==> config.mk <==
export PLATFORM = sky130hd
export DESIGN_NAME = bpw_isqrt
export DESIGN_NICKNAME = d
export VERILOG_FILES = /design/src/rtl/bpw_isqrt.sv
export SDC_FILE = /design/constraint.sdc
export NUM_CORES = 1
export LEC_CHECK = 0
export BUFFER_PORTS_ARGS = -buffer_cell sky130_fd_sc_hd__buf_4
export CORE_UTILIZATION = 60
export CTS_CLUSTER_SIZE = 20
export DETAILED_ROUTE_END_ITERATION = 8
export HOLD_SLACK_MARGIN = 0.15
export PLACE_DENSITY = 0.88
export SETUP_SLACK_MARGIN = 0.5
export SYNTH_ARGS = -nofsm -noshare
export SYNTH_HDL_FRONTEND = slang
export SYNTH_SLANG_ARGS = --single-unit
==> constraint.sdc <==
create_clock -name clk -period 11.59 [get_ports clk]
set_clock_uncertainty 0.15 [all_clocks]
set_input_delay 3.477 -clock clk [delete_from_list [all_inputs] [get_ports clk]]
set_output_delay 3.477 -clock clk [all_outputs]
set_load 0.005 [all_outputs]
==> src/rtl/bpw_isqrt.sv <==
module bpw_isqrt (
  input  logic        clk,
  input  logic        rst_n,
  input  logic        start,
  input  logic [63:0] value,
  output logic        done,
  output logic [31:0] root
);

  logic        busy_r;
  logic        done_r;
  logic [63:0] v_r;
  logic [63:0] res_r;
  logic [63:0] bit_r;
  logic [63:0] trial;

  assign trial = res_r + bit_r;

  // control flags
  always_ff @(posedge clk) begin
    if (!rst_n) begin
      busy_r <= 1'b0;
      done_r <= 1'b0;
    end else begin
      done_r <= 1'b0;
      if (start) begin
        busy_r <= 1'b1;
      end else if (busy_r && bit_r == 64'd1) begin
        busy_r <= 1'b0;
        done_r <= 1'b1;
      end
    end
  end

  // one result bit per cycle, bit walks down by two places
  always_ff @(posedge clk) begin
    if (start) begin
      v_r   <= value;
      res_r <= 64'd0;
      bit_r <= 64'h4000_0000_0000_0000;
    end else if (busy_r) begin
      if (v_r >= trial) begin
        v_r   <= v_r - trial;
        res_r <= (res_r >> 1) + bit_r;
      end else begin
        res_r <= res_r >> 1;
      end
      bit_r <= bit_r >> 2;
    end
  end

  assign done = done_r;
  assign root = res_r[31:0];

endmodule

==> impl_metrics.toml <==
[clock_network]
clk_pin_slew_worst_paths_ns = 0.07
cts-htree-levels = 4
post-cts-setup-buffers = 0
cts_tree = "done"
cts.repair.resized = 0
cts_hold_buf = 0
cts_made_buffers = 17
clockBufferDepth = 2
clkSinkCount = 162
clk_latency_ns = 0.45
clk_root_buffer_cell = "clkbuf_16"

[synthesis]
synthDominantCellAreaShare = 0.129
synth_cell_types = 85
syn_avg_cell_area_um2 = 7.85
synth-xor-area-share = 0.0811
netlist_instances = 1939
yosys.area_share.adder = 0.108
synth_compound_area_frac = 0.271
ys_async_sr_fraction = 0
top_flip_flop_cell_by_instance_count_after_synthesis = "dfxtp_1"
syn-cell-area_mm2 = 0.0152
synth_mux_area_frac = 0.0293
synth_fp_nets = 2137
synth_area_leaders = "dfxtp_1, edfxtp_1, ha_1, nand2_1, o21ai_0"
synth.yosys.warnings = 0
yosys_register_bits = 162
yosys.area_share.simple = 0.196
synth-seq-area-share = 0.255
combinational_family_with_the_most_area_after_synthesis = "compound AO/OA/AOI/OAI gates"
netlist.top_cell.by_area = "dfxtp_1"
synth_enable_flop_cells = 64

[layout]
fill_cells = 1983
most_common_cell_after_layout_fill_and_taps_aside = "nand2_1"
nNetsFinal = 2121
mostFrequentLayoutCells = "nand2_1, nor2_1, o21ai_0, ha_1, a21oi_1"
fin_util = 0.663
design_area_mm2 = 0.0163
syn2layout_area_growth_pct = 7.11
multi_input_comb_area_mm2 = 0.0105
final_layout_size_suffix_gt1_frac = 0.0981
finish.cell_count_without_fillers = 2261
sequential_cell_area_mm2 = 0.00389

[setup_path]
critPathTopFamily = "compound AO/OA/AOI/OAI gates"
crit_path_max_incr_delay_ns = 0.74
setup.worst_path.end_class = "flop"
cp_cell_sequence = "ha_1, a21oi_1, o21bai_1, a41oi_1, o21ai_1, a2111oi_2, o21ai_0, nand2_1, o21bai_1, xnor2_1, ha_1, nand4_1, or2_1, nor2_1, nand2_1, a2111oi_2, o31ai_2, a21o_2, buf_4, o21ai_4, buf_4"
crit_path_max_fanout = 75
cp_num_buf_inv = 2
start_kind = "flop"
worst-endpoint-required_ns = 11.52
depth_of_the_most_critical_reg_to_reg_path = 21
crit_arrival_ns = 7.35
critical_path.slowest_cell = "o21ai_4"
path_depth = 21
critPathKind = "reg -> reg"

[die]
fp.dieW_um = 161
initial_utilization = 0.619
die-area_mm2 = 0.0260
die-height_um = 161
core-area_mm2 = 0.0246
ioPinCount = 100
std_cell_rows = 57

[drt]
drtIter0Drc = 1829
antenna_left = 0
drc = 0
post_drt_via_cell_ratio = 6.64
total_wire_length_um = 43200
route.vias.total = 15000
avgRoutedWirePerCell_um = 19.1
drt_pass1_iterations = 7

[global_routing]
first_global_vias = 14000
largest_net_degree_at_the_start_of_global_routing = 76
grt_remaining_overflow = 0
grt_first_pass_wirelength_um = 70400
grt_antenna_before_repair = 1
gr-usage-all-layers = 0.332

[placed_design]
portBuffers = 99
placement.setup.worst_slack_ns = 4.38
finalWeightedCongestion = 0.983
postPlaceCellArea_mm2 = 0.0157
post-dp-hpwl_um = 32000
dpl.cell_count = 2228

[sta]
postLayoutSetupSlackWorst_ns = 4.17
timing.setup.tns_ns = 0
clock.fmax_ghz = 0.135
max_slew_margin = 0.292
rsz0062_at_grt = "no"
hold_viol = 0
holdWs_ns = 0.377
worst-slew-pin-transition_ns = 1.06
setup_violations = 0
min_period_over_period = 0.640
final-max-slew-violation-count = 0
min_cycle_time_layout_ns = 7.42

[pwr]
leakage_nw = 6.27
design_power_total_mw = 4.01
power.density_mw_per_mm2 = 246
ir_worst_vdd_mv = 0.187

[hold_path]
hp-class = "reg -> reg"
holdPathStages = 2

[job]
max_cap_viol_count = 0

[run_status]
result_of_the_run = "finished, final reports clean"
worst min-delay path, stage by stage, from the launching register on:
cell      delay [ns]
dfxtp_1         0.33
nor2_1          0.09
a311oi_1        0.06
flip-flops by register name, indices dropped and copies added, names as in the netlist:
name / count
done: 1
busy_r: 1
bit_r: 32
res_r: 64
v_r: 64
cell usage after synthesis, types with 11 or more instances:
cell type / count
dfxtp_1: 98
ha_1: 130
edfxtp_1: 64
nand4_1: 53
o21bai_1: 33
xor2_1: 67
nand2b_1: 11
o21ai_1: 12
mux2i_1: 40
buf_2: 14
nor3_1: 37
nor2b_1: 19
a31oi_1: 63
o21ai_0: 163
buf_4: 35
clkbuf_1: 81
a311oi_1: 19
nand3_1: 30
nor2_1: 174
or3_1: 23
o21a_1: 13
a211oi_1: 26
nor4_1: 12
a21o_1: 53
inv_1: 45
a221oi_1: 11
nand2_1: 233
a31o_2: 14
o211ai_1: 11
xnor2_1: 74
and2_1: 12
a21oi_1: 126
final timing paths:
check                           startpoint       end  slack (ns)
worst min register to register    res_r[0]  res_r[0]        0.38
worst max register to register   res_r[12]   v_r[29]        4.17
worst max-delay path             res_r[12]   v_r[29]        4.17
worst min-delay path              res_r[0]  res_r[0]        0.38
kinds of logic after synthesis:
group,Yosys count
AO/OA/AOI/OAI,630
XOR/XNOR,141
adder cells (fa/ha/maj),131
buffers and inverters,189
flip-flops,162
multiplexers,44
AND/OR/NAND/NOR,642
final cells by class:
cell class / count / area share
Inverter: 46 / 0.0106
Clock buffer: 19 / 0.0266
Multi-Input combinational cell: 1588 / 0.642
Timing Repair Buffer: 108 / 0.0500
Antenna cell: 1 / 0.000153
Clock inverter: 13 / 0.00790
Sequential cell: 162 / 0.238
Tap cell: 324 / 0.0249
routing by layer:
| metal | global-route usage | up-vias | share of wire |
|---|---|---|---|
| met5 | 0 | - | 0 |
| met4 | 0.129 | 0 | 0.030 |
| met3 | 0.0575 | 120 | 0.099 |
| met2 | 0.519 | 777 | 0.45 |
| met1 | 0.454 | 6996 | 0.43 |
| li1 | - | 7110 | - |
where the power goes:
group / total (mW) / internal [mW] / switching [mW]
logic: 2.49 / 0.952 / 1.54
registers: 0.962 / 0.810 / 0.152
clock network: 0.562 / 0.300 / 0.262
total: 4.01 / 2.06 / 1.95
No activity file was read; power rests on OpenSTA's default activity.
