[src/rtl/bpw_ram.sv]
module bpw_ram #(
  parameter int WIDTH = 32,
  parameter int DEPTH = 16
) (
  input  logic                     clk,
  input  logic                     we,
  input  logic [$clog2(DEPTH)-1:0] waddr,
  input  logic [WIDTH-1:0]         wdata,
  input  logic [$clog2(DEPTH)-1:0] raddr,
  output logic [WIDTH-1:0]         rdata
);

  logic [WIDTH-1:0] mem_r [DEPTH];
  logic [WIDTH-1:0] rdata_r;

  // one write port, registered read port
  always_ff @(posedge clk) begin
    if (we) begin
      mem_r[waddr] <= wdata;
    end
    rdata_r <= mem_r[raddr];
  end

  assign rdata = rdata_r;

endmodule

[config.mk]
export PLATFORM = sky130hd
export DESIGN_NAME = bpw_ram
export DESIGN_NICKNAME = d
export VERILOG_FILES = /design/src/rtl/bpw_ram.sv
export SDC_FILE = /design/constraint.sdc
export NUM_CORES = 1
export LEC_CHECK = 0
export ABC_AREA = 1
export BUFFER_PORTS_ARGS = -buffer_cell sky130_fd_sc_hd__buf_2
export CAP_MARGIN = 5
export CORE_MARGIN = 4
export CORE_UTILIZATION = 64
export CTS_BUF_LIST = sky130_fd_sc_hd__clkbuf_2 sky130_fd_sc_hd__clkbuf_4 sky130_fd_sc_hd__clkbuf_8
export CTS_CLUSTER_DIAMETER = 60
export CTS_CLUSTER_SIZE = 24
export DETAILED_ROUTE_END_ITERATION = 8
export GPL_ROUTABILITY_DRIVEN = 0
export HOLD_SLACK_MARGIN = 0.08
export PLACE_DENSITY = 0.82
export SYNTH_ARGS = -nofsm -noshare
export SYNTH_HDL_FRONTEND = slang
export SYNTH_SLANG_ARGS = --single-unit
[constraint.sdc]
create_clock -name clk -period 2.6 [get_ports clk]
set_input_delay 0.26 -clock clk [delete_from_list [all_inputs] [get_ports clk]]
set_output_delay 0.26 -clock clk [all_outputs]
set_load 0.05 [all_outputs]
==> results.py, run 1 <==
metrics = {
    "synth": {
        "ys_seq_elements": 544,
        "synth_top_area_share_pct": 67.6,
        "netlist-cell-type-count": 15,
        "postSynthCellCount": 2120,
        "syn_area_per_cell_um2": 10.7,
        "ys.warnings.count": 0,
        "synth_flop_cell": "edfxtp_1",
        "synth_fp_nets": 2162,
        "yosys.area.top_type": "edfxtp_1",
        "yosysMostFrequentCell": "nand2_1",
        "synth.area.top_cells": "edfxtp_1, nand2_1, nand3_1",
        "synth_edf_count": 512,
        "ys_seq_area_share_pct": 70.5,
        "ys_top_cells_by_count": "nand2_1, edfxtp_1, inv_1",
        "async_reset_ff_share_pct": 0,
        "synth_area_um2": 22700,
    },
    "grt": {
        "grt-ovfl-total": 0,
        "antenna_found_initial": 0,
        "grt_start_max_net_pins": 168,
        "grt_pass1_wl_um": 79300,
        "grt_usage_pct": 26.1,
        "grt_pass1_vias": 14900,
    },
    "critical_path": {
        "worstPathCellList": "buf_2",
        "cp.required_ps": 2340,
        "worstSetupPathType": "reg2out",
        "worst-endpoint-arrival_ps": 1430,
        "crit_path_top_delay_cell": "dfxtp_1",
        "reg2reg_setup_slack_ps": 1510,
        "end_kind": "output pin",
        "startpoint": "rdata[12]$_DFF_P_",
        "r2r-start": "mem_r[5][27]$_DFFE_PP_",
        "max_stage_delay_ps": 450,
        "critical-path-top-delay-family": "flip-flops",
        "setup.worst_path.start_class": "register",
        "timing.critical_path.buf_inv": 1,
        "critPathMaxFanout": 1,
    },
    "routing": {
        "dr.pass1.iters": 6,
        "avgRoutedWirePerCell_um": 18.9,
        "routed_wl_um": 50500,
        "route.vias.total": 15000,
        "vias_per_cell": 5.61,
        "dr.first_iter.drc_count": 1855,
        "remaining_drc_errors": 0,
        "ant_nets": 0,
    },
    "layout": {
        "fin_nets": 2240,
        "fillCellCount": 2332,
        "fin_area_um2": 24600,
        "diodes": 0,
        "drive_above_1_share_pct": 8.64,
        "areaGrowthSynthToFinish_pct": 8.33,
    },
    "clock_tree": {
        "cts_root_buf": "clkbuf_8",
        "clk_latency_ps": 680,
        "post-cts-setup-buffers": 0,
        "cts_sinks": 544,
        "h-tree-depth": 1,
        "cts.path.max_buffers": 3,
        "cts_tree": "yes",
        "numCtsBuffers": 31,
        "cts.clk_slew.worst_paths_ps": 140,
    },
    "placed_design": {
        "dpl_cell_area_um2": 23600,
        "place_hpwl_um": 28200,
        "portBuffers": 73,
        "pre_cts_ws_ps": 589,
    },
    "power": {
        "ir_drop_v": 0.000502,
        "p_leak_nw": 10.5,
        "powerDensity_nw_per_um2": 629,
    },
    "floorplanning": {
        "pin_count": 74,
        "die_w_um": 196,
        "row_count": 68,
        "start_util_pct": 65.3,
        "dieHeight_um": 196,
        "fp.coreArea_um2": 34800,
        "die-area_um2": 38600,
    },
    "timing": {
        "rsz0062_at_grt": "no",
        "post-route-min-period_ps": 1690,
        "slew_viol_final": 0,
        "timing.final.crit_share_pct": 65.0,
        "fmax_mhz": 592,
        "finalSetupTns_ps": 0,
        "hold_viol_final": 0,
        "setup_viol_count_final": 0,
        "tightest_slew_ps": 913,
        "worst_slack_ps": 911,
        "slew-limit-headroom_pct": 39.1,
        "skew_ps": 19.6,
    },
    "run": {
        "drv_cap": 0,
    },
    "worst_hold_path": {
        "min_path_type": "in2reg",
        "min_from": "raddr[0]",
    },
    "run_status": {
        "status": "finished clean",
    },
}
## timing repair
action	in CTS	in global routing
hold buffers	33	0
resized for setup	0	0
hold endpoints to repair	523	0
## metrics by stage
| step | util [%] | hold slack (ps) | power (mW) | instances |
|---|---|---|---|---|
| 6_report | 70.8 | 155 | 15.5 | 2677 |
| 5_1_grt | 70.8 | 174 | 16.0 | 2677 |
| 4_1_cts | 70.8 | 109 | 15.5 | 2677 |
| 3_5_place_dp | 67.8 | 639 | 11.4 | 2587 |
| 3_3_place_gp | 67.8 | 621 | 11.3 | 2587 |
| 2_1_floorplan | - | 359 | 10.9 | 2120 |
## cells in the final DEF, fill, tap and decap left out, types with 7 or more instances in the layout
| cell | instances |
|---|---|
| nand2_1 | 677 |
| buf_12 | 12 |
| nand3_1 | 385 |
| buf_4 | 33 |
| dlygate4sd3_1 | 33 |
| inv_6 | 7 |
| clkbuf_8 | 31 |
| edfxtp_1 | 512 |
| dfxtp_1 | 32 |
| buf_2 | 71 |
| nor2_4 | 16 |
| inv_1 | 387 |
## power breakdown
group          switching, mW  leakage [nW]  internal [mW]
Clock                   2.68         0.367           1.60
Combinational          0.995          5.27          0.357
Sequential            0.0613          4.90           9.79
## final cells by class
type                            count  area [um2]  share of cell area (%)
Timing Repair Buffer              150        1180                    4.81
Clock inverter                     20         244                   0.991
Multi-Input combinational cell   1081        4670                    19.0
Tap cell                          455         569                    2.31
Clock buffer                       37         472                    1.92
Sequential cell                   544       16000                    65.0
Inverter                          390        1470                    5.98
## sequential cells by signal, summed over array words and instances, names as in the netlist
register  cells
rdata        32
mem_r       512
## per-layer routing
| layer | vias to the layer above | global-route usage (%) | wire [um] |
|---|---|---|---|
| met5 | - | 0 | 0 |
| met4 | 0 | 7.99 | 1190 |
| met3 | 107 | 4.36 | 5070 |
| met2 | 784 | 44.2 | 24800 |
| met1 | 7149 | 35.5 | 19400 |
| li1 | 6973 | - | - |
## kinds of logic after synthesis
kind of cell  synth area share [%]
simple gates                  20.0
flops                         70.5
buf+inv                       9.54
## path summary, 6_finish.rpt
path	depth (start not counted)	end
max	1	rdata[12]
min	6	rdata[7]$_DFF_P_
max reg2reg	6	rdata[27]$_DFF_P_
min reg2reg	6	rdata[29]$_DFF_P_
No activity file was read; power rests on OpenSTA's default activity.
==> run 2: changes to the inputs <==
clock period = 1.75 ns   (was 2.6 ns; I/O delays follow)
==> results.py, run 2 (synthesis results as in run 1) <==
metrics = {
    "clock_tree": {
        "cts_sinks": 544,
        "cts.clk_slew.worst_paths_ps": 140,
        "post-cts-setup-buffers": 0,
        "h-tree-depth": 2,
        "cts_tree": "yes",
        "ctsResizeCount": 0,
        "cts_root_buf": "clkbuf_8",
        "numCtsBuffers": 34,
        "clk_latency_ps": 600,
        "cts_hold_buffers": 32,
        "cts.path.max_buffers": 3,
    },
    "routing": {
        "avgRoutedWirePerCell_um": 18.8,
        "dr.first_iter.drc_count": 1838,
        "routed_wl_um": 50500,
        "vias_per_cell": 5.55,
        "dr.pass1.iters": 5,
        "route.vias.total": 14900,
        "ant_nets": 0,
        "remaining_drc_errors": 0,
    },
    "grt": {
        "antenna_found_initial": 0,
        "grt_pass1_vias": 14900,
        "grt-ovfl-total": 0,
        "grt_usage_pct": 26.1,
        "grt_start_max_net_pins": 113,
        "grt_pass1_wl_um": 79400,
    },
    "power": {
        "ir_drop_v": 0.000657,
        "powerDensity_nw_per_um2": 954,
        "p_leak_nw": 10.6,
    },
    "layout": {
        "areaGrowthSynthToFinish_pct": 9.85,
        "diodes": 0,
        "multi_input_comb_area_um2": 4670,
        "layout_common_cells": "nand2_1, edfxtp_1, inv_1",
        "fillCellCount": 2266,
        "fin_nets": 2240,
        "largest_reg_flops": 512,
        "drive_above_1_share_pct": 8.81,
        "ff_latch_area_um2": 16000,
        "regMostFlops": "mem_r",
        "post-route-util_pct": 71.8,
        "layout_commonest_cell": "nand2_1",
    },
    "critical_path": {
        "path_depth": 1,
        "critical-path-top-delay-family": "flip-flops",
        "cp.required_ps": 1570,
        "setup.worst_path.start_class": "register",
        "worstSetupPathType": "reg2out",
        "reg2reg_depth": 6,
        "max_stage_delay_ps": 450,
        "critPathMaxFanout": 1,
        "end_kind": "output pin",
        "worst-endpoint-arrival_ps": 1320,
        "worstPathCellList": "buf_2",
        "timing.critical_path.buf_inv": 1,
        "crit_path_top_delay_cell": "dfxtp_1",
    },
    "timing": {
        "rsz0062_at_grt": "no",
        "setup_viol_count_final": 0,
        "tightest_slew_ps": 511,
        "post-route-min-period_ps": 1500,
        "fmax_mhz": 667,
        "skew_ps": 28.2,
        "hold_viol_final": 0,
        "finalSetupTns_ps": 0,
        "timing.final.crit_share_pct": 85.7,
        "slew-limit-headroom_pct": 65.9,
        "slew_viol_final": 0,
    },
    "floorplanning": {
        "start_util_pct": 65.3,
        "dieHeight_um": 196,
        "die_w_um": 196,
        "row_count": 68,
        "die-area_um2": 38600,
        "fp.coreArea_um2": 34800,
        "pin_count": 74,
    },
    "placed_design": {
        "place_hpwl_um": 28300,
        "portBuffers": 73,
    },
    "worst_hold_path": {
        "hold_depth": 5,
        "min_path_type": "in2reg",
    },
    "run": {
        "drv_cap": 0,
    },
    "run_status": {
        "status": "finished clean",
    },
}
run 2: final timing paths:
check | endpoint | start | slack (ps)
setup reg to reg | rdata[23]$_DFF_P_ | mem_r[5][23]$_DFFE_PP_ | 690
setup / recovery | rdata[13] | rdata[13]$_DFF_P_ | 250
hold reg to reg | rdata[18]$_DFF_P_ | mem_r[11][18]$_DFFE_PP_ | 670
hold / removal | rdata[14]$_DFF_P_ | raddr[3] | 180
run 2: metrics by stage:
step | hold slack [ps] | power (mW) | instance area [um2] | instances | setup WS (ps)
floorplan | 274 | 16.2 | 22700 | 2120 | -418
global placement | 561 | 16.8 | 23800 | 2585 | 260
detailed placement | 569 | 16.9 | 23800 | 2585 | 202
CTS | 152 | 23.9 | 25000 | 2679 | 243
global route | 194 | 24.6 | 25000 | 2679 | 219
finish | 179 | 23.8 | 25000 | 2679 | 251
run 2: layout make-up:
class | count | share of cell area, %
Clock buffer | 40 | 2.13
Clock inverter | 22 | 1.31
Timing Repair Buffer | 147 | 5.56
Sequential cell | 544 | 64.1
Tap cell | 455 | 2.28
Inverter | 390 | 5.89
Multi-Input combinational cell | 1081 | 18.7
run 2: power by group:
part	total [mW]	leakage [nW]	internal, mW	switching [mW]
registers	14.6	4.90	14.5	0.0909
clock network	7.13	0.428	2.96	4.17
logic	2.06	5.31	0.562	1.50
run 2: per-layer routing:
layer	vias to the layer above	part of all wire (%)	GRT usage (%)
met5	-	0	0
met4	0	2.6	7.34
met3	110	9.1	3.32
met2	746	50	45.2
met1	7043	39	35.4
li1	6965	-	-
