--- config.mk ---
export PLATFORM = sky130hd
export DESIGN_NAME = bpw_div
export DESIGN_NICKNAME = d
export VERILOG_FILES = /design/src/rtl/bpw_pkg.sv /design/src/rtl/bpw_div.sv
export SDC_FILE = /design/constraint.sdc
export NUM_CORES = 1
export LEC_CHECK = 0
export ABC_AREA = 0
export BUFFER_PORTS_ARGS = -buffer_cell sky130_fd_sc_hd__buf_4
export CAP_MARGIN = 20
export CORE_MARGIN = 2
export CORE_UTILIZATION = 60
export CTS_CLUSTER_SIZE = 20
export DETAILED_ROUTE_END_ITERATION = 10
export PLACE_DENSITY = 0.78
export SKIP_CTS_REPAIR_TIMING = 1
export SYNTH_ARGS = -nofsm -noshare
export SYNTH_HDL_FRONTEND = slang
export SYNTH_SLANG_ARGS = --single-unit
--- constraint.sdc ---
create_clock -name clk -period 3.8 [get_ports clk]
set_input_delay 0.19 -clock clk [delete_from_list [all_inputs] [get_ports clk]]
set_output_delay 0.19 -clock clk [all_outputs]
set_load 0.03 [all_outputs]
--- src/rtl/bpw_pkg.sv ---
package bpw_pkg;

  // fraction bits of the weight and smoothing formats
  localparam int FRAC_BITS = 30;

  // 1.0 in unsigned q1.30
  localparam logic [30:0] Q30_ONE = 31'h4000_0000;

  // item opcodes
  localparam logic OP_LOAD  = 1'b0;
  localparam logic OP_QUERY = 1'b1;

  // result status codes
  localparam logic [1:0] ST_OK         = 2'd0;
  localparam logic [1:0] ST_COINCIDENT = 2'd1;
  localparam logic [1:0] ST_RANGE      = 2'd2;

endpackage

--- src/rtl/bpw_div.sv ---
module bpw_div #(
  parameter int SW = 35
) (
  input  logic          clk,
  input  logic          rst_n,
  input  logic          start,
  input  logic [SW-1:0] num,
  input  logic [SW-1:0] den,
  output logic          done,
  output logic [30:0]   quo
);

  logic          busy_r;
  logic          done_r;
  logic [4:0]    cnt_r;
  logic          top_r;
  logic [SW-1:0] rem_r;
  logic [SW-1:0] den_r;
  logic [29:0]   q_r;
  logic [SW:0]   rem2;
  logic          ge;

  assign rem2 = {rem_r, 1'b0};
  assign ge   = rem2 >= {1'b0, den_r};

  // control flags
  always_ff @(posedge clk) begin
    if (!rst_n) begin
      busy_r <= 1'b0;
      done_r <= 1'b0;
      cnt_r  <= '0;
    end else begin
      done_r <= 1'b0;
      if (start) begin
        busy_r <= 1'b1;
        cnt_r  <= '0;
      end else if (busy_r) begin
        cnt_r <= cnt_r + 5'd1;
        if (cnt_r == 5'(bpw_pkg::FRAC_BITS - 1)) begin
          busy_r <= 1'b0;
          done_r <= 1'b1;
        end
      end
    end
  end

  // restoring division, integer bit first then one fraction bit per cycle
  always_ff @(posedge clk) begin
    if (start) begin
      top_r <= num >= den;
      rem_r <= (num >= den) ? num - den : num;
      den_r <= den;
    end else if (busy_r) begin
      rem_r <= ge ? SW'(rem2 - {1'b0, den_r}) : rem2[SW-1:0];
      q_r   <= {q_r[28:0], ge};
    end
  end

  // quotient saturates at 1.0
  assign quo  = top_r ? bpw_pkg::Q30_ONE : {1'b0, q_r};
  assign done = done_r;

endmodule
==> results.md, run 1 <==
* Switching Power at 1900 uW
* Top cell type by total area after synthesis: edfxtp_1
* Post-synth EDFFs at 101
* Crit-path most repeated cell: a211oi_1
* Sequential-to-total area share from yosys stat at 0.375
* CP Launch Type: register
* Placed Cells incl. Taps at 1189
* Status: finished, final reports clean
* Syn Std Cell Area at 8470 um^2
* Htree depth at 3
* Clock Pin Slew Worst Setup and Hold Paths at 60 ps
* Met3 wire length at 1650 um
* Crit end category: register
* Total power at 4920 uW
* Share of power burned in registers at 0.332
* Nets at 1167
* Largest net degree at the start of global routing at 58
* Multiplexer share of the synthesized area at 0.0118
* Grt ovf at 0
* Post-synthesis simple-gate area fraction at 0.142
* Post-Syn Area per Cell at 9.12 um^2
* Total power density per cell area at 509 nW/um^2
* Internal at 3020 uW
* Largest stage delay on the critical path at 500 ps
* Static leakage at 0.00420 uW
* Fmax achieved at 280 MHz
* Sw frac at 0.386
* Clk network pwr share at 0.176
* Initial cell density of the core at 0.613
* Horiz. Die Dim at 123 um
* Distinct cell type count after synthesis at 74
* Top sig layer: met4
* Syn Inst Count at 929
* DP Wirelength at 15500 um
* Setup repair after global routing missed its margin: no
* Max transition margin at 0.439
* Top-count cell post-synth: a21oi_1
* Final Cell Area at 9670 um^2
* Min-delay worst type: primary input to register
* Sink Count at 108
* CTS Buf Count at 9
* Number of port buffers at 104
* Adder-Cell Fraction of Synth Area at 0.111
* Fraction of layout cells with a size suffix above 1 at 0.145
* Max_cap viols at 0
* Synth Area in XOR/XNOR at 0.0631
* Synth cell count leaders: a21oi_1 (110), edfxtp_1 (101), inv_1 (92)
* Vias in the first global route at 6500
* I/O Pins at 105
* Met1 wire length at 9720 um
* Yosys reg bits at 108
* Crit path time final at 3570 ps
* Slew Viols, Final at 0
* CP Max Fanout at 34
* Rows at 43
* Setup violators final at 0
* CP arrival at 3650 ps
* Clk_skew at 7.95 ps
* Main combinational cell family by area after synthesis: compound AO/OA/AOI/OAI gates
* CTS tree: yes
* Footprint of the multi-input gates at 4770 um^2
* Routed len/inst at 16.7 um
* Final hold vios at 0
* Later-pin clock latency in the skew report at 350 ps
* Synth top area share at 0.358
* Area Overhead vs Synth at 14.1%
* Comb power frac at 0.492
* DRC at 0
* TritonRoute pass-1 iters at 5
* GRT Overall Usage at 0.276
* Post-DRT Antenna Nets at 0
* Worst-path cell chain: fa_1, a211oi_1, o21ai_1, o211a_1, o31ai_2, o311a_1, nand2b_4, and2_4, buf_12, nor2_1, a211oi_1, a21oi_1
* Main area contributors after synthesis: edfxtp_1 (36%), ha_1 (11%), a21oi_1 (6.5%)
* CP Class: register to register
* Hold slack at 30.7 ps
* Post-synth top flop: edfxtp_1
* Wirelength, routed at 20200 um
* Routed length on met2 at 8360 um
* Peak supply drop at 270 uV
* Die area at 15100 um^2
* Worst Tran Pin Value at 841 ps
* Final GP Congestion at 0.971
* Syn_nets at 1076
* Longest Clk Path Bufs at 2
* DR iter-0 viols at 643
* Yosys warnings at 0
* Post-synthesis compound-gate area fraction at 0.233
* Via density at 5.97
* Fill cells at 1100
* Total area of sequential cells at 3170 um^2
* Final critical-path share of the clock period at 0.940
* Slowest cell on crit path: fa_1
* Std-Cell Core Area at 13800 um^2
* Worst path bufs/invs at 1
* First-pass GRT wire length at 32200 um
* Die Y at 123 um
* Synth async-reset ratio at 0
* Post-Route Setup TNS at 0 ps
* Root Buffer: clkbuf_16
* Vias at 7202
* CP top delay family: compound AO/OA/AOI/OAI gates
* Initial antenna violation count at 0
* Placed Area at 9390 um^2
* Worst Path Required at 3870 ps
* Fin cells at 1206
==> final timing paths <==
check | depth (start not counted) | to | slack (ps) | from
worst min register to register | 0 | q_r[1] | 440 | q_r[0]
worst min-delay path | 1 | den_r[34] | 30 | den[34]
worst max-delay path | 12 | rem_r[11] | 230 | rem_r[0]
worst max register to register | 12 | rem_r[11] | 230 | rem_r[0]
==> logic make-up after synthesis <==
| kind of cell | after synthesis |
|---|---|
| AND/OR/NAND/NOR | 249 |
| adder cells (fa/ha/maj) | 74 |
| buffers and inverters | 126 |
| multiplexers | 10 |
| XOR/XNOR | 61 |
| flip-flops | 108 |
| AO/OA/AOI/OAI | 301 |
==> worst reg2reg max path: cells and delay by family (launching register included) <==
kind / cells / cell delay, ps
and+or+nand+nor: 3 / 440
adders and majority gates: 1 / 500
buffers and inverters: 1 / 180
AOI/OAI and AO/OA: 7 / 1740
DFF: 1 / 430
==> layer usage <==
metal,up-vias,track usage
met5,-,0
li1,3542,-
met4,0,0.0898
met3,35,0.0344
met2,311,0.398
met1,3314,0.427
==> flip-flops by register name (all words and copies together) (netlist names) <==
signal	count
cnt_r	5
top_r	1
busy_r	1
q_r	30
den_r	35
done	1
rem_r	35
==> through the flow <==
step | setup slack (ps) | util
final | 230 | 0.699
after global routing | 41.8 | 0.699
after CTS | 199 | 0.699
after detailed placement | 274 | 0.679
after global placement | 340 | 0.679
after floorplan | 658 | -
==> power by group through the flow <==
stage	Combinational [uW]	Clock, uW	Sequential [uW]
finish	2420	864	1640
global route	2660	922	1650
CTS	2380	878	1630
detailed placement	2350	0	1650
global placement	2330	0	1650
floorplan	1880	0	1610
==> cell type report <==
cell class / instances / share of cell area
repair buffers: 112 / 0.0899
well taps: 180 / 0.0233
inverters: 94 / 0.0368
multi-input cells: 695 / 0.493
flip-flops and latches: 108 / 0.328
diodes: 1 / 0.000259
clock inverters: 2 / 0.00104
clock buffers: 14 / 0.0274
==> placed cells by master (no fill, tap or decap), types with 6 or more instances in the layout <==
cell / synthesis / routed
a21oi_1: 110 / 110
buf_4: 2 / 109
edfxtp_1: 101 / 101
inv_1: 92 / 92
nor2_1: 88 / 87
ha_1: 72 / 72
nand2_1: 55 / 55
o21ai_0: 39 / 39
xnor2_1: 39 / 39
nor2b_1: 38 / 38
a21o_1: 31 / 31
a211oi_1: 26 / 26
xor2_1: 22 / 22
nand3_1: 16 / 16
nand4_1: 14 / 14
o21bai_1: 11 / 11
mux2i_1: 10 / 10
clkbuf_16: 0 / 10
o21ai_1: 9 / 9
nor3_1: 7 / 7
dfxtp_1: 7 / 7
nand2b_1: 6 / 6
o31ai_1: 6 / 6
o21a_1: 6 / 6
No activity file was read; power rests on OpenSTA's default activity.
==> run 2, diff against run 1 <==
--- a/config.mk
+++ b/config.mk
@@ -8,11 +8,14 @@
 export ABC_AREA = 0
 export BUFFER_PORTS_ARGS = -buffer_cell sky130_fd_sc_hd__buf_4
 export CAP_MARGIN = 20
+export CELL_PAD_IN_SITES_DETAIL_PLACEMENT = 0
+export CELL_PAD_IN_SITES_GLOBAL_PLACEMENT = 1
 export CORE_MARGIN = 2
-export CORE_UTILIZATION = 60
+export CORE_UTILIZATION = 46
 export CTS_CLUSTER_SIZE = 20
 export DETAILED_ROUTE_END_ITERATION = 10
 export PLACE_DENSITY = 0.78
+export RECOVER_POWER = 50
 export SKIP_CTS_REPAIR_TIMING = 1
 export SYNTH_ARGS = -nofsm -noshare
 export SYNTH_HDL_FRONTEND = slang
==> results.md, run 2 (same netlist as run 1, synthesis figures left out) <==
* Status: finished, final reports clean
* DR iter-0 viols at 490
* Critical R2R Launch: rem_r[0]
* Nets at 1171
* Reg-to-reg endpoint: rem_r[12]
* Horiz. Die Dim at 140 um
* Total power at 5010 uW
* Vias in the first global route at 6442
* Static leakage at 0.00410 uW
* Crit-path most repeated cell: a211oi_1
* R2R depth at 12
* Met3 wire length at 1140 um
* Largest net degree at the start of global routing at 65
* Largest stage delay on the critical path at 510 ps
* Max transition margin at 0.0142
* CP arrival at 3630 ps
* Top sig layer: met4
* Crit end category: register
* Root Buffer: clkbuf_16
* Slowest cell on crit path: fa_1
* GRT Overall Usage at 0.223
* Number of port buffers at 104
* Final critical-path share of the clock period at 0.928
* TritonRoute pass-1 iters at 7
* I/O Pins at 105
* Clk_skew at 10.3 ps
* Biggest registers after layout: den_r (35), rem_r (35), q_r (30)
* Wirelength, routed at 21700 um
* Die Y at 140 um
* CP endpoint: rem_r[12]
* Max_cap viols at 0
* Setup violators final at 0
* R2R Setup Slk at 270 ps
* Die area at 19500 um^2
* CTS tree: yes
* Commonest cells after routing, fill and taps aside: a21oi_1 (110), edfxtp_1 (101), inv_1 (92)
* First-pass GRT wire length at 34600 um
* Worst Tran Pin Value at 1480 ps
* CP Max Fanout at 31
* Longest Clk Path Bufs at 2
* Clock Pin Slew Worst Setup and Hold Paths at 70 ps
* Area Overhead vs Synth at 13.9%
* Htree depth at 3
* Total power density per cell area at 519 nW/um^2
* CTS Buf Count at 9
* Fmax achieved at 283 MHz
* Post-route setup slack at 272 ps
* Setup repair after global routing missed its margin: no
* Peak supply drop at 222 uV
* Std-Cell Core Area at 18000 um^2
* Via density at 5.52
* Initial cell density of the core at 0.470
* WHS Path Cells at 1
* DP Wirelength at 17100 um
* Routed len/inst at 17.2 um
* Met1 wire length at 11500 um
* Crit path time final at 3530 ps
* Routed length on met2 at 8630 um
* Final GP Congestion at 0.908
* Final core occ at 0.536
* CP Class: register to register
* Fraction of layout cells with a size suffix above 1 at 0.119
* Slew Viols, Final at 0
* Initial antenna violation count at 0
* Post-DRT Antenna Nets at 0
* Sink Count at 108
* Leading cell type in the layout, fill and taps excluded: a21oi_1
* Worst Setup SP: rem_r[0]
* Post-Route Setup TNS at 0 ps
* Vias at 6947
* CP Launch Type: register
* Worst Path Required at 3900 ps
* Rows at 49
* Later-pin clock latency in the skew report at 360 ps
* DP Worst Slack at 233 ps
* Worst-path cell chain: fa_1, a211oi_1, o21ai_1, o211a_1, o31ai_4, o311a_1, nand2b_4, and2_4, buf_12, nor2_1, a211oi_1, a21oi_1
* Antenna cells at 0
* Min-delay worst type: primary input to register
* Grt ovf at 0
* DRC at 0
* Final hold vios at 0
-- run 2: cell count changes in the layout (fill, tap and decap cells not counted), sizes merged --
cell / before / now
bufinv: 0 / 1
buf: 112 / 79
clkinvlp: 0 / 2
clkbuf: 14 / 49
diode: 1 / 0
clkinv: 3 / 2
-- run 2: where the power goes --
| part | internal (uW) | switching (uW) |
|---|---|---|
| sequential | 1530 | 109 |
| combinational | 1020 | 1440 |
| clock | 511 | 408 |
| total | 3060 | 1950 |
-- run 2: stage by stage --
stage	hold WS, ps	instance area (um^2)	instances
3_5_place_dp	379	9480	1242
4_1_cts	5.87	9760	1258
5_1_grt	37.2	9650	1258
6_report	43.1	9650	1258
2_1_floorplan	289	8470	929
3_3_place_gp	379	9480	1242
-- run 2: worst max-delay path: cells and delay by family (launching register included) --
kind / cells / cell delay (ps)
AOI/OAI and AO/OA: 7 / 1650
adders and majority gates: 1 / 510
and+or+nand+nor: 3 / 460
DFF: 1 / 440
buffers and inverters: 1 / 200
-- run 2: area by class of cell --
type | count | area (um^2)
multi-input combinational | 695 | 4780
tap | 229 | 287
clock buffer | 12 | 236
clock inverter | 4 | 50.0
timing repair buffer | 116 | 776
inverter | 94 | 355
fill | 1751 | 8370
sequential | 108 | 3170
-- run 2: layer usage --
metal  GRT usage  up-vias
li1            -     3554
met1       0.357     3195
met2       0.311      176
met3      0.0237       22
met4      0.0705        0
met5           0        -
-- run 2: worst min-delay path by stage --
stage	slack [ps]	end	start
4_1_cts	6	den_r[33]	den[33]
5_1_grt	40	den_r[33]	den[33]
3_5_place_dp	380	den_r[33]	den[33]
3_3_place_gp	380	den_r[33]	den[33]
2_1_floorplan	290	den_r[0]	den[0]
6_report	40	den_r[33]	den[33]
==> run 3, diff against run 2 <==
==> constraint.sdc (replaced) <==
create_clock -name clk -period 3.5 [get_ports clk]
set_input_delay 0.175 -clock clk [delete_from_list [all_inputs] [get_ports clk]]
set_output_delay 0.175 -clock clk [all_outputs]
set_load 0.03 [all_outputs]
==> results.md, run 3 (same netlist as run 1, synthesis figures left out) <==
* Worst Tran Pin Value at 1460 ps
* Fraction of layout cells with a size suffix above 1 at 0.131
* Root Buffer: clkbuf_16
* Crit path time final at 3360 ps
* CTS Buf Count at 9
* Final hold vios at 0
* Setup violators final at 0
* GRT Overall Usage at 0.223
* I/O Pins at 105
* Slowest cell on crit path: fa_1
* Routed len/inst at 17.4 um
* Largest stage delay on the critical path at 460 ps
* Via density at 5.51
* Crit end category: register
* Initial cell density of the core at 0.470
* Worst-path cell chain: inv_1, fa_1, a211oi_1, o21ai_1, o211a_1, o31ai_2, o311a_1, nand2b_4, and2_4, buf_12, nor2_1, a211oi_1, a21oi_1
* Total power density per cell area at 558 nW/um^2
* Die area at 19500 um^2
* Longest Clk Path Bufs at 2
* Vias in the first global route at 6502
* Status: finished, final reports clean
* Static leakage at 0.00418 uW
* Fmax achieved at 298 MHz
* Hold slack at 29.3 ps
* Initial antenna violation count at 0
* R2R Setup Slk at 140 ps
* Worst path bufs/invs at 2
* Sink Count at 108
* Worst Path Required at 3570 ps
* Crit-path most repeated cell: a211oi_1
* CP arrival at 3430 ps
* TritonRoute pass-1 iters at 5
* Final core occ at 0.542
* Setup repair after global routing missed its margin: no
* CP Launch Type: register
* Die Y at 140 um
* Nets at 1187
* Post-DRT Antenna Nets at 0
* Leading cell type in the layout, fill and taps excluded: a21oi_1
* DR iter-0 viols at 611
* CP top delay family: compound AO/OA/AOI/OAI gates
* Final critical-path share of the clock period at 0.959
* Peak supply drop at 301 uV
* Antenna cells at 0
* Later-pin clock latency in the skew report at 350 ps
* CP Max Fanout at 20
* Htree depth at 3
* CP Class: register to register
* Std-Cell Core Area at 18000 um^2
* Commonest cells after routing, fill and taps aside: a21oi_1 (110), edfxtp_1 (101), inv_1 (92)
* Clk_skew at 7.32 ps
* Slew Viols, Final at 0
* Fill cells at 1749
* Clock Pin Slew Worst Setup and Hold Paths at 70 ps
* DP Wirelength at 17400 um
* Grt ovf at 0
* Max transition margin at 0.0286
* First-pass GRT wire length at 34600 um
* Largest net degree at the start of global routing at 73
* Post-Route Setup TNS at 0 ps
* DRC at 0
* Area Overhead vs Synth at 15.4%
* Max_cap viols at 0
* Horiz. Die Dim at 140 um
* Vias at 7021
* Final GP Congestion at 0.886
* Number of port buffers at 104
* Rows at 49
* Wirelength, routed at 22100 um
* Biggest registers after layout: den_r (35), rem_r (35), q_r (30)
* Min-delay worst type: primary input to register
* CTS tree: yes
==> run 3: worst reg2reg max path: cells and delay by family (launching register included) <==
| family | cells | cell delay, ps |
|---|---|---|
| AOI/OAI and AO/OA | 7 | 1510 |
| adders and majority gates | 1 | 460 |
| buffers and inverters | 2 | 270 |
| DFF | 1 | 400 |
| and+or+nand+nor | 3 | 440 |
==> run 3: power by group <==
group	internal, uW	switching (uW)	leakage, uW
Combinational	1170	1600	0.00301
Sequential	1660	116	0.00104
Clock	475	432	0.000131
Total	3310	2140	0.00418
==> run 3: stage by stage <==
step	std cells	setup WS (ps)	instance area (um^2)	power [uW]
after floorplan	929	358	8470	3790
after CTS	1266	51.3	9810	5420
after global routing	1274	1.81	9770	5850
after global placement	1250	144	9550	4480
final	1274	144	9770	5450
after detailed placement	1250	80.1	9550	4480
==> run 3: final cells by class <==
class	count	area [um^2]	area share
Multi-Input combinational cell	696	4790	0.490
Sequential cell	108	3170	0.325
Timing Repair Buffer	131	906	0.0927
Inverter	94	355	0.0364
Tap cell	229	287	0.0293
Clock buffer	10	229	0.0234
Clock inverter	6	31.3	0.00320
==> run 3: final timing paths <==
path | start | endpoint | cells past startpoint
setup / recovery | den_r[0] | rem_r[20] | 13
hold / removal | den[33] | den_r[33] | 1
setup reg to reg | den_r[0] | rem_r[20] | 13
hold reg to reg | q_r[25] | q_r[26] | 0
==> run 3: per-layer routing <==
layer / track usage / wire length [um]
met5: 0 / 0
met4: 0.0579 / 253
met3: 0.0299 / 1230
met2: 0.309 / 8920
met1: 0.363 / 11700
